$ cat config.mk
export PLATFORM = sky130hd
export DESIGN_NAME = wps_outbuf
export DESIGN_NICKNAME = d
export VERILOG_FILES = /design/src/hdl/wps_pkg.sv /design/src/hdl/wps_outbuf.sv
export SDC_FILE = /design/constraint.sdc
export NUM_CORES = 1
export LEC_CHECK = 0
export BUFFER_PORTS_ARGS = -buffer_cell sky130_fd_sc_hd__buf_2
export CORE_AREA = 2 2 39 41
export CTS_CLUSTER_DIAMETER = 80
export DETAILED_ROUTE_END_ITERATION = 12
export DIE_AREA = 0 0 41 43
export PLACE_DENSITY_LB_ADDON = 0.15
export SLEW_MARGIN = 20
export SYNTH_ARGS = -nofsm -noshare
export SYNTH_HDL_FRONTEND = slang
export SYNTH_SLANG_ARGS = --single-unit
$ cat constraint.sdc
create_clock -name clk -period 1.71 [get_ports clk]
set_input_delay 0.2565 -clock clk [delete_from_list [all_inputs] [get_ports clk]]
set_output_delay 0.2565 -clock clk [all_outputs]
set_load 0.005 [all_outputs]
$ cat src/hdl/wps_pkg.sv
`timescale 1ns / 1ps
// Shared types, codes and constants of the LED pixel serializer.
// No dependencies; every other file of the block but wps_ram refers to this package.
package wps_pkg;

	localparam int NUM_LEDS_DEF = 256;
	localparam int PIXEL_W      = 24;
	localparam int IDX_W        = 9;
	localparam int COLOR_W      = 8;
	localparam int TICK_W       = 16;
	localparam int BIT_CNT_W    = 5;
	localparam int CFG_IDX_W    = 2;
	localparam int CFG_DATA_W   = 16;

	localparam logic [BIT_CNT_W-1:0] LAST_BIT = 5'd23;

	localparam logic [CFG_IDX_W-1:0] REG_ZERO_HIGH  = 2'd0;
	localparam logic [CFG_IDX_W-1:0] REG_ONE_HIGH   = 2'd1;
	localparam logic [CFG_IDX_W-1:0] REG_BIT_PERIOD = 2'd2;
	localparam logic [CFG_IDX_W-1:0] REG_RESET_LOW  = 2'd3;

	localparam logic [7:0]        ZERO_HIGH_RST  = 8'd1;
	localparam logic [7:0]        ONE_HIGH_RST   = 8'd3;
	localparam logic [7:0]        BIT_PERIOD_RST = 8'd4;
	localparam logic [TICK_W-1:0] RESET_LOW_RST  = 16'd1200;

	typedef enum logic [1:0] {
		REQ_WRITE   = 2'd0,
		REQ_REFRESH = 2'd1,
		REQ_TICK    = 2'd2
	} req_code_t;

	typedef enum logic [1:0] {
		PH_IDLE  = 2'd0,
		PH_DATA  = 2'd1,
		PH_RESET = 2'd2
	} phase_t;

	typedef struct packed {
		logic [1:0]         req_type;
		logic [IDX_W-1:0]   index_or_count;
		logic [COLOR_W-1:0] red;
		logic [COLOR_W-1:0] green;
		logic [COLOR_W-1:0] blue;
	} req_item_t;

	typedef struct packed {
		logic line_level;
		logic busy_res;
		logic frame_done;
	} result_t;

endpackage

$ cat src/hdl/wps_outbuf.sv
`timescale 1ns / 1ps
// Output register with a skid stage for result words.
// Depends on wps_pkg.
module wps_outbuf (
	input  logic             clk,
	input  logic             arst_n,
	input  logic             acc,
	input  wps_pkg::result_t din,
	output logic             can_accept,
	output logic             valid,
	input  logic             ready,
	output wps_pkg::result_t dout
);

	logic             out_valid_q;
	logic             skid_valid_q;
	wps_pkg::result_t out_q;
	wps_pkg::result_t skid_q;
	logic             slot_free;

	assign slot_free  = !out_valid_q || ready;
	assign can_accept = !skid_valid_q;
	assign valid      = out_valid_q;
	assign dout       = out_q;

	always_ff @(posedge clk or negedge arst_n) begin
		if (!arst_n) begin
			out_valid_q  <= 1'b0;
			skid_valid_q <= 1'b0;
		end else if (slot_free) begin
			if (skid_valid_q) begin
				skid_valid_q <= 1'b0;
			end else begin
				out_valid_q <= acc;
			end
		end else if (acc) begin
			skid_valid_q <= 1'b1;
		end
	end

	always_ff @(posedge clk) begin
		if (slot_free) begin
			out_q <= skid_valid_q ? skid_q : din;
		end else if (acc) begin
			skid_q <= din;
		end
	end

endmodule

==> report_table.html <==
<table>
<tr><th>Metric</th><th>Value</th></tr>
<tr><th colspan="2">Status</th></tr>
<tr><td>Outcome</td><td>complete, no violations</td></tr>
<tr><th colspan="2">Critical path</th></tr>
<tr><td>Arr. time, crit path</td><td>0.89 ns</td></tr>
<tr><td>Critical path start-end classification</td><td>reg2out</td></tr>
<tr><td>Required time of the critical path</td><td>1.45 ns</td></tr>
<tr><td>Nature of the critical path startpoint</td><td>flip-flop</td></tr>
<tr><td>Critical Path End Type</td><td>output pin</td></tr>
<tr><td>Crit-path max FO</td><td>5</td></tr>
<tr><th colspan="2">Detailed routing</th></tr>
<tr><td>Vias per cell</td><td>3.94</td></tr>
<tr><td>Number of DRC violations after detailed routing</td><td>0</td></tr>
<tr><td>Number of nets with antenna violations after detailed routing</td><td>0</td></tr>
<tr><td>Average wire per standard cell</td><td>11.2 um</td></tr>
<tr><td>Wire length reported by the detailed router</td><td>562 um</td></tr>
<tr><td>Count of TritonRoute iterations in the first routing pass</td><td>1</td></tr>
<tr><td>Number of design-rule violations left by the first detailed-router iteration</td><td>0</td></tr>
<tr><td>Via count</td><td>197</td></tr>
<tr><th colspan="2">Timing</th></tr>
<tr><td>Post-route worst setup slack</td><td>0.560 ns</td></tr>
<tr><td>Headroom to the max-slew limit</td><td>0.815</td></tr>
<tr><td>Final total negative setup slack</td><td>0 ns</td></tr>
<tr><td>Skew final</td><td>0.00831 ns</td></tr>
<tr><td>Total count of hold-check failures in the final report</td><td>0</td></tr>
<tr><td>Slew of the pin with the lowest slew margin</td><td>0.277 ns</td></tr>
<tr><td>Number of pins exceeding their max-slew limit in the final report</td><td>0</td></tr>
<tr><td>Post-route clock period utilization</td><td>0.673</td></tr>
<tr><td>Maximum operating frequency</td><td>869 MHz</td></tr>
<tr><td>Unrepaired setup endpoints after global routing</td><td>false</td></tr>
<tr><td>Setup violation total in the final timing report</td><td>0</td></tr>
<tr><td>Minimum clock period after layout</td><td>1.15 ns</td></tr>
<tr><th colspan="2">Yosys</th></tr>
<tr><td>Fraction of synthesized cell area in xor and xnor cells</td><td>0</td></tr>
<tr><td>Area contributors post-synth</td><td>sky130_fd_sc_hd__edfxtp_1 60%, sky130_fd_sc_hd__dfrtp_1 17%, sky130_fd_sc_hd__mux2_2 11%, sky130_fd_sc_hd__nand2b_1 4.1%, sky130_fd_sc_hd__a22o_1 2.9%</td></tr>
<tr><td>Combinational family with the most area after synthesis</td><td>multiplexers</td></tr>
<tr><td>Synthesized net count</td><td>25</td></tr>
<tr><td>Post-synthesis mux area share</td><td>0.112</td></tr>
<tr><td>Post-synthesis cell area</td><td>302 um^2</td></tr>
<tr><td>Number of flops mapped to enable cells by yosys</td><td>6</td></tr>
<tr><td>Cells after Synth</td><td>18</td></tr>
<tr><td>Dominant cell by count in the synthesized netlist</td><td>sky130_fd_sc_hd__edfxtp_1</td></tr>
<tr><td>#FFs+latches synth</td><td>8</td></tr>
<tr><td>Area share of fa/ha/maj cells after synthesis</td><td>0</td></tr>
<tr><td>Share of flip-flops with an asynchronous set or reset</td><td>0.250</td></tr>
<tr><td>Basic-gate share of the synthesized area counting and, or, nand and nor cells</td><td>0.0539</td></tr>
<tr><td>Synthesized-area fraction occupied by ao, oa, aoi and oai cells</td><td>0.0456</td></tr>
<tr><td>Number of different library cells in the post-synthesis netlist</td><td>9</td></tr>
<tr><td>Synthesis warning total</td><td>0</td></tr>
<tr><td>Leading cell types by count after synthesis</td><td>6 x sky130_fd_sc_hd__edfxtp_1, 3 x sky130_fd_sc_hd__mux2_2, 2 x sky130_fd_sc_hd__dfrtp_1, 2 x sky130_fd_sc_hd__nand2b_1</td></tr>
<tr><td>Largest area contributor in the synthesized netlist</td><td>sky130_fd_sc_hd__edfxtp_1</td></tr>
<tr><td>Post-synthesis sequential area ratio</td><td>0.763</td></tr>
<tr><td>Syn Area/Cell</td><td>16.8 um^2</td></tr>
<tr><td>Area share of the largest cell type after synthesis</td><td>0.598</td></tr>
<tr><td>Most used DFF post-synth</td><td>sky130_fd_sc_hd__edfxtp_1</td></tr>
<tr><th colspan="2">Power and ir drop</th></tr>
<tr><td>Combinational power share</td><td>0.105</td></tr>
<tr><td>Internal power contribution</td><td>0.344 mW</td></tr>
<tr><td>Maximum vdd drop</td><td>0.359 mV</td></tr>
<tr><td>PD cells</td><td>1060 nW/um^2</td></tr>
<tr><td>Net switching power of the design</td><td>0.0956 mW</td></tr>
<tr><td>Fraction of power spent switching nets</td><td>0.218</td></tr>
<tr><td>Sum of internal, switching and leakage power</td><td>0.439 mW</td></tr>
<tr><td>Static power due to leakage</td><td>0.175 nW</td></tr>
<tr><td>Proportion of power drawn by the clock network</td><td>0.357</td></tr>
<tr><td>Sequential group share of total power</td><td>0.539</td></tr>
<tr><th colspan="2">Global routing</th></tr>
<tr><td>Maximum number of pins on one net before global-route repair</td><td>6</td></tr>
<tr><td>Initial antenna violation count</td><td>0</td></tr>
<tr><td>Wire length of the first global-routing pass</td><td>855 um</td></tr>
<tr><td>Grt total ovfl</td><td>0</td></tr>
<tr><td>GRT Resource Usage Total</td><td>0.0815</td></tr>
<tr><td>Number of global-route vias before repair</td><td>203</td></tr>
<tr><th colspan="2">Floorplanning</th></tr>
<tr><td>Cell row count</td><td>14</td></tr>
<tr><td>Number of ports placed on the die boundary</td><td>12</td></tr>
<tr><td>Die Span X</td><td>41 um</td></tr>
<tr><td>Die footprint</td><td>1760 um^2</td></tr>
<tr><td>Die outline height</td><td>43 um</td></tr>
<tr><td>Core Area</td><td>1380 um^2</td></tr>
<tr><td>Initial core utilization</td><td>0.218</td></tr>
<tr><th colspan="2">Placed design</th></tr>
<tr><td>Number of input and output port buffers inserted</td><td>11</td></tr>
<tr><td>Placement Setup Slack</td><td>0.540 ns</td></tr>
<tr><td>Placer's final routability congestion estimate</td><td>0.668</td></tr>
<tr><th colspan="2">Clock tree</th></tr>
<tr><td>Clk_lat worst skew</td><td>0.26 ns</td></tr>
<tr><td>Maximum clock path buffer count</td><td>2</td></tr>
<tr><td>TritonCTS clock tree</td><td>yes</td></tr>
<tr><td>Clock sink count</td><td>8</td></tr>
<tr><td>Clock-pin slew of the registers on the worst-case setup and hold paths</td><td>0.06 ns</td></tr>
<tr><td>Clock root cell</td><td>sky130_fd_sc_hd__clkbuf_4</td></tr>
<tr><td>Total CTS buffers</td><td>3</td></tr>
<tr><td>H-tree lvl count</td><td>1</td></tr>
<tr><td>Post-CTS setup buffer count</td><td>0</td></tr>
<tr><th colspan="2">Layout</th></tr>
<tr><td>Multi-input combinational cell area</td><td>63.8 um^2</td></tr>
<tr><td>Antenna diodes</td><td>0</td></tr>
<tr><td>Layout cells sized above 1</td><td>0.529</td></tr>
<tr><td>NumNets Final</td><td>42</td></tr>
<tr><td>Area taken by flip-flops and latches</td><td>230 um^2</td></tr>
<tr><td>Relative area change from synthesis to final layout</td><td>36.9%</td></tr>
<tr><td>Number of inserted filler cells in the final layout</td><td>157</td></tr>
<tr><th colspan="2">Worst hold path</th></tr>
<tr><td>Tightest Hold Check Type</td><td>in2reg</td></tr>
<tr><th colspan="2">Job</th></tr>
<tr><td>Count of maximum capacitance violations</td><td>0</td></tr>
</table>
stage by stage:
step	instances	area, um^2	util	hold slack, ns
4_1_cts	50	413	0.298	0.181
6_report	50	413	0.298	0.190
5_1_grt	50	413	0.298	0.183
3_3_place_gp	45	377	0.272	0.0418
2_1_floorplan	18	302	-	-0.0391
3_5_place_dp	45	377	0.272	0.0429
state kept, by name, indices dropped and copies added, names as in the netlist:
signal        cells
valid             1
skid_q            3
skid_valid_q      1
dout              3
final timing paths:
check	from	to	slack, ns	cells after the start
worst max register to register	valid$_DFFE_PN0P_	skid_q[0]$_DFFE_PP_	0.60	2
min in group asynchronous	arst_n	skid_valid_q$_DFFE_PN0P_	0.31	2
worst min register to register	valid$_DFFE_PN0P_	valid$_DFFE_PN0P_	0.53	1
worst max-delay path	skid_valid_q$_DFFE_PN0P_	can_accept	0.56	2
max in group asynchronous	arst_n	valid$_DFFE_PN0P_	1.30	2
worst min-delay path	din[2]	skid_q[2]$_DFFE_PP_	0.19	1
layout make-up:
| class | instances | share of cell area |
|---|---|---|
| inverter | 2 | 0.0182 |
| clock buffer | 4 | 0.0636 |
| timing repair buffer | 12 | 0.158 |
| sequential | 8 | 0.558 |
| multi-input combinational | 8 | 0.155 |
| tap | 16 | 0.0485 |
layout by cell type, fill, tap and decap left out, drive strengths merged:
cell type,synthesis,layout
dfrtp,2,2
clkbuf,0,4
buf,0,11
nand2b,2,2
a21oi,1,1
mux2,3,3
nor2,1,1
inv,2,2
edfxtp,6,6
dlygate4sd3,0,1
a22o,1,1
power groups by stage:
stage / combinational (mW) / sequential [mW] / clock (mW)
after floorplan: 0.0195 / 0.241 / 0
final: 0.0460 / 0.237 / 0.157
after detailed placement: 0.0453 / 0.241 / 0
after CTS: 0.0479 / 0.237 / 0.165
after global placement: 0.0447 / 0.240 / 0
after global routing: 0.0507 / 0.238 / 0.175
per-layer routing:
metal | part of all wire | GRT usage
met5 | 0 | 0
met2 | 0.52 | 0.116
met1 | 0.37 | 0.0743
met3 | 0.093 | 0.0471
met4 | 0.014 | 0.0800
repair_timing:
| action | 4_1_cts | 5_1_grt |
|---|---|---|
| gates resized for setup | 0 | 0 |
| endpoints found under the hold margin | 2 | 0 |
| hold buffers | 1 | 0 |
cells by family after synthesis:
family,count (synthesis)
AOI/OAI and AO/OA,2
buffers and inverters,2
DFF,8
muxes,3
and+or+nand+nor,3
critical path, cell delays in order, from the launching register on:
cell,delay [ns]
sky130_fd_sc_hd__dfrtp_1,0.45
sky130_fd_sc_hd__inv_2,0.09
sky130_fd_sc_hd__buf_2,0.11
Power figures use the tool's default switching activity.
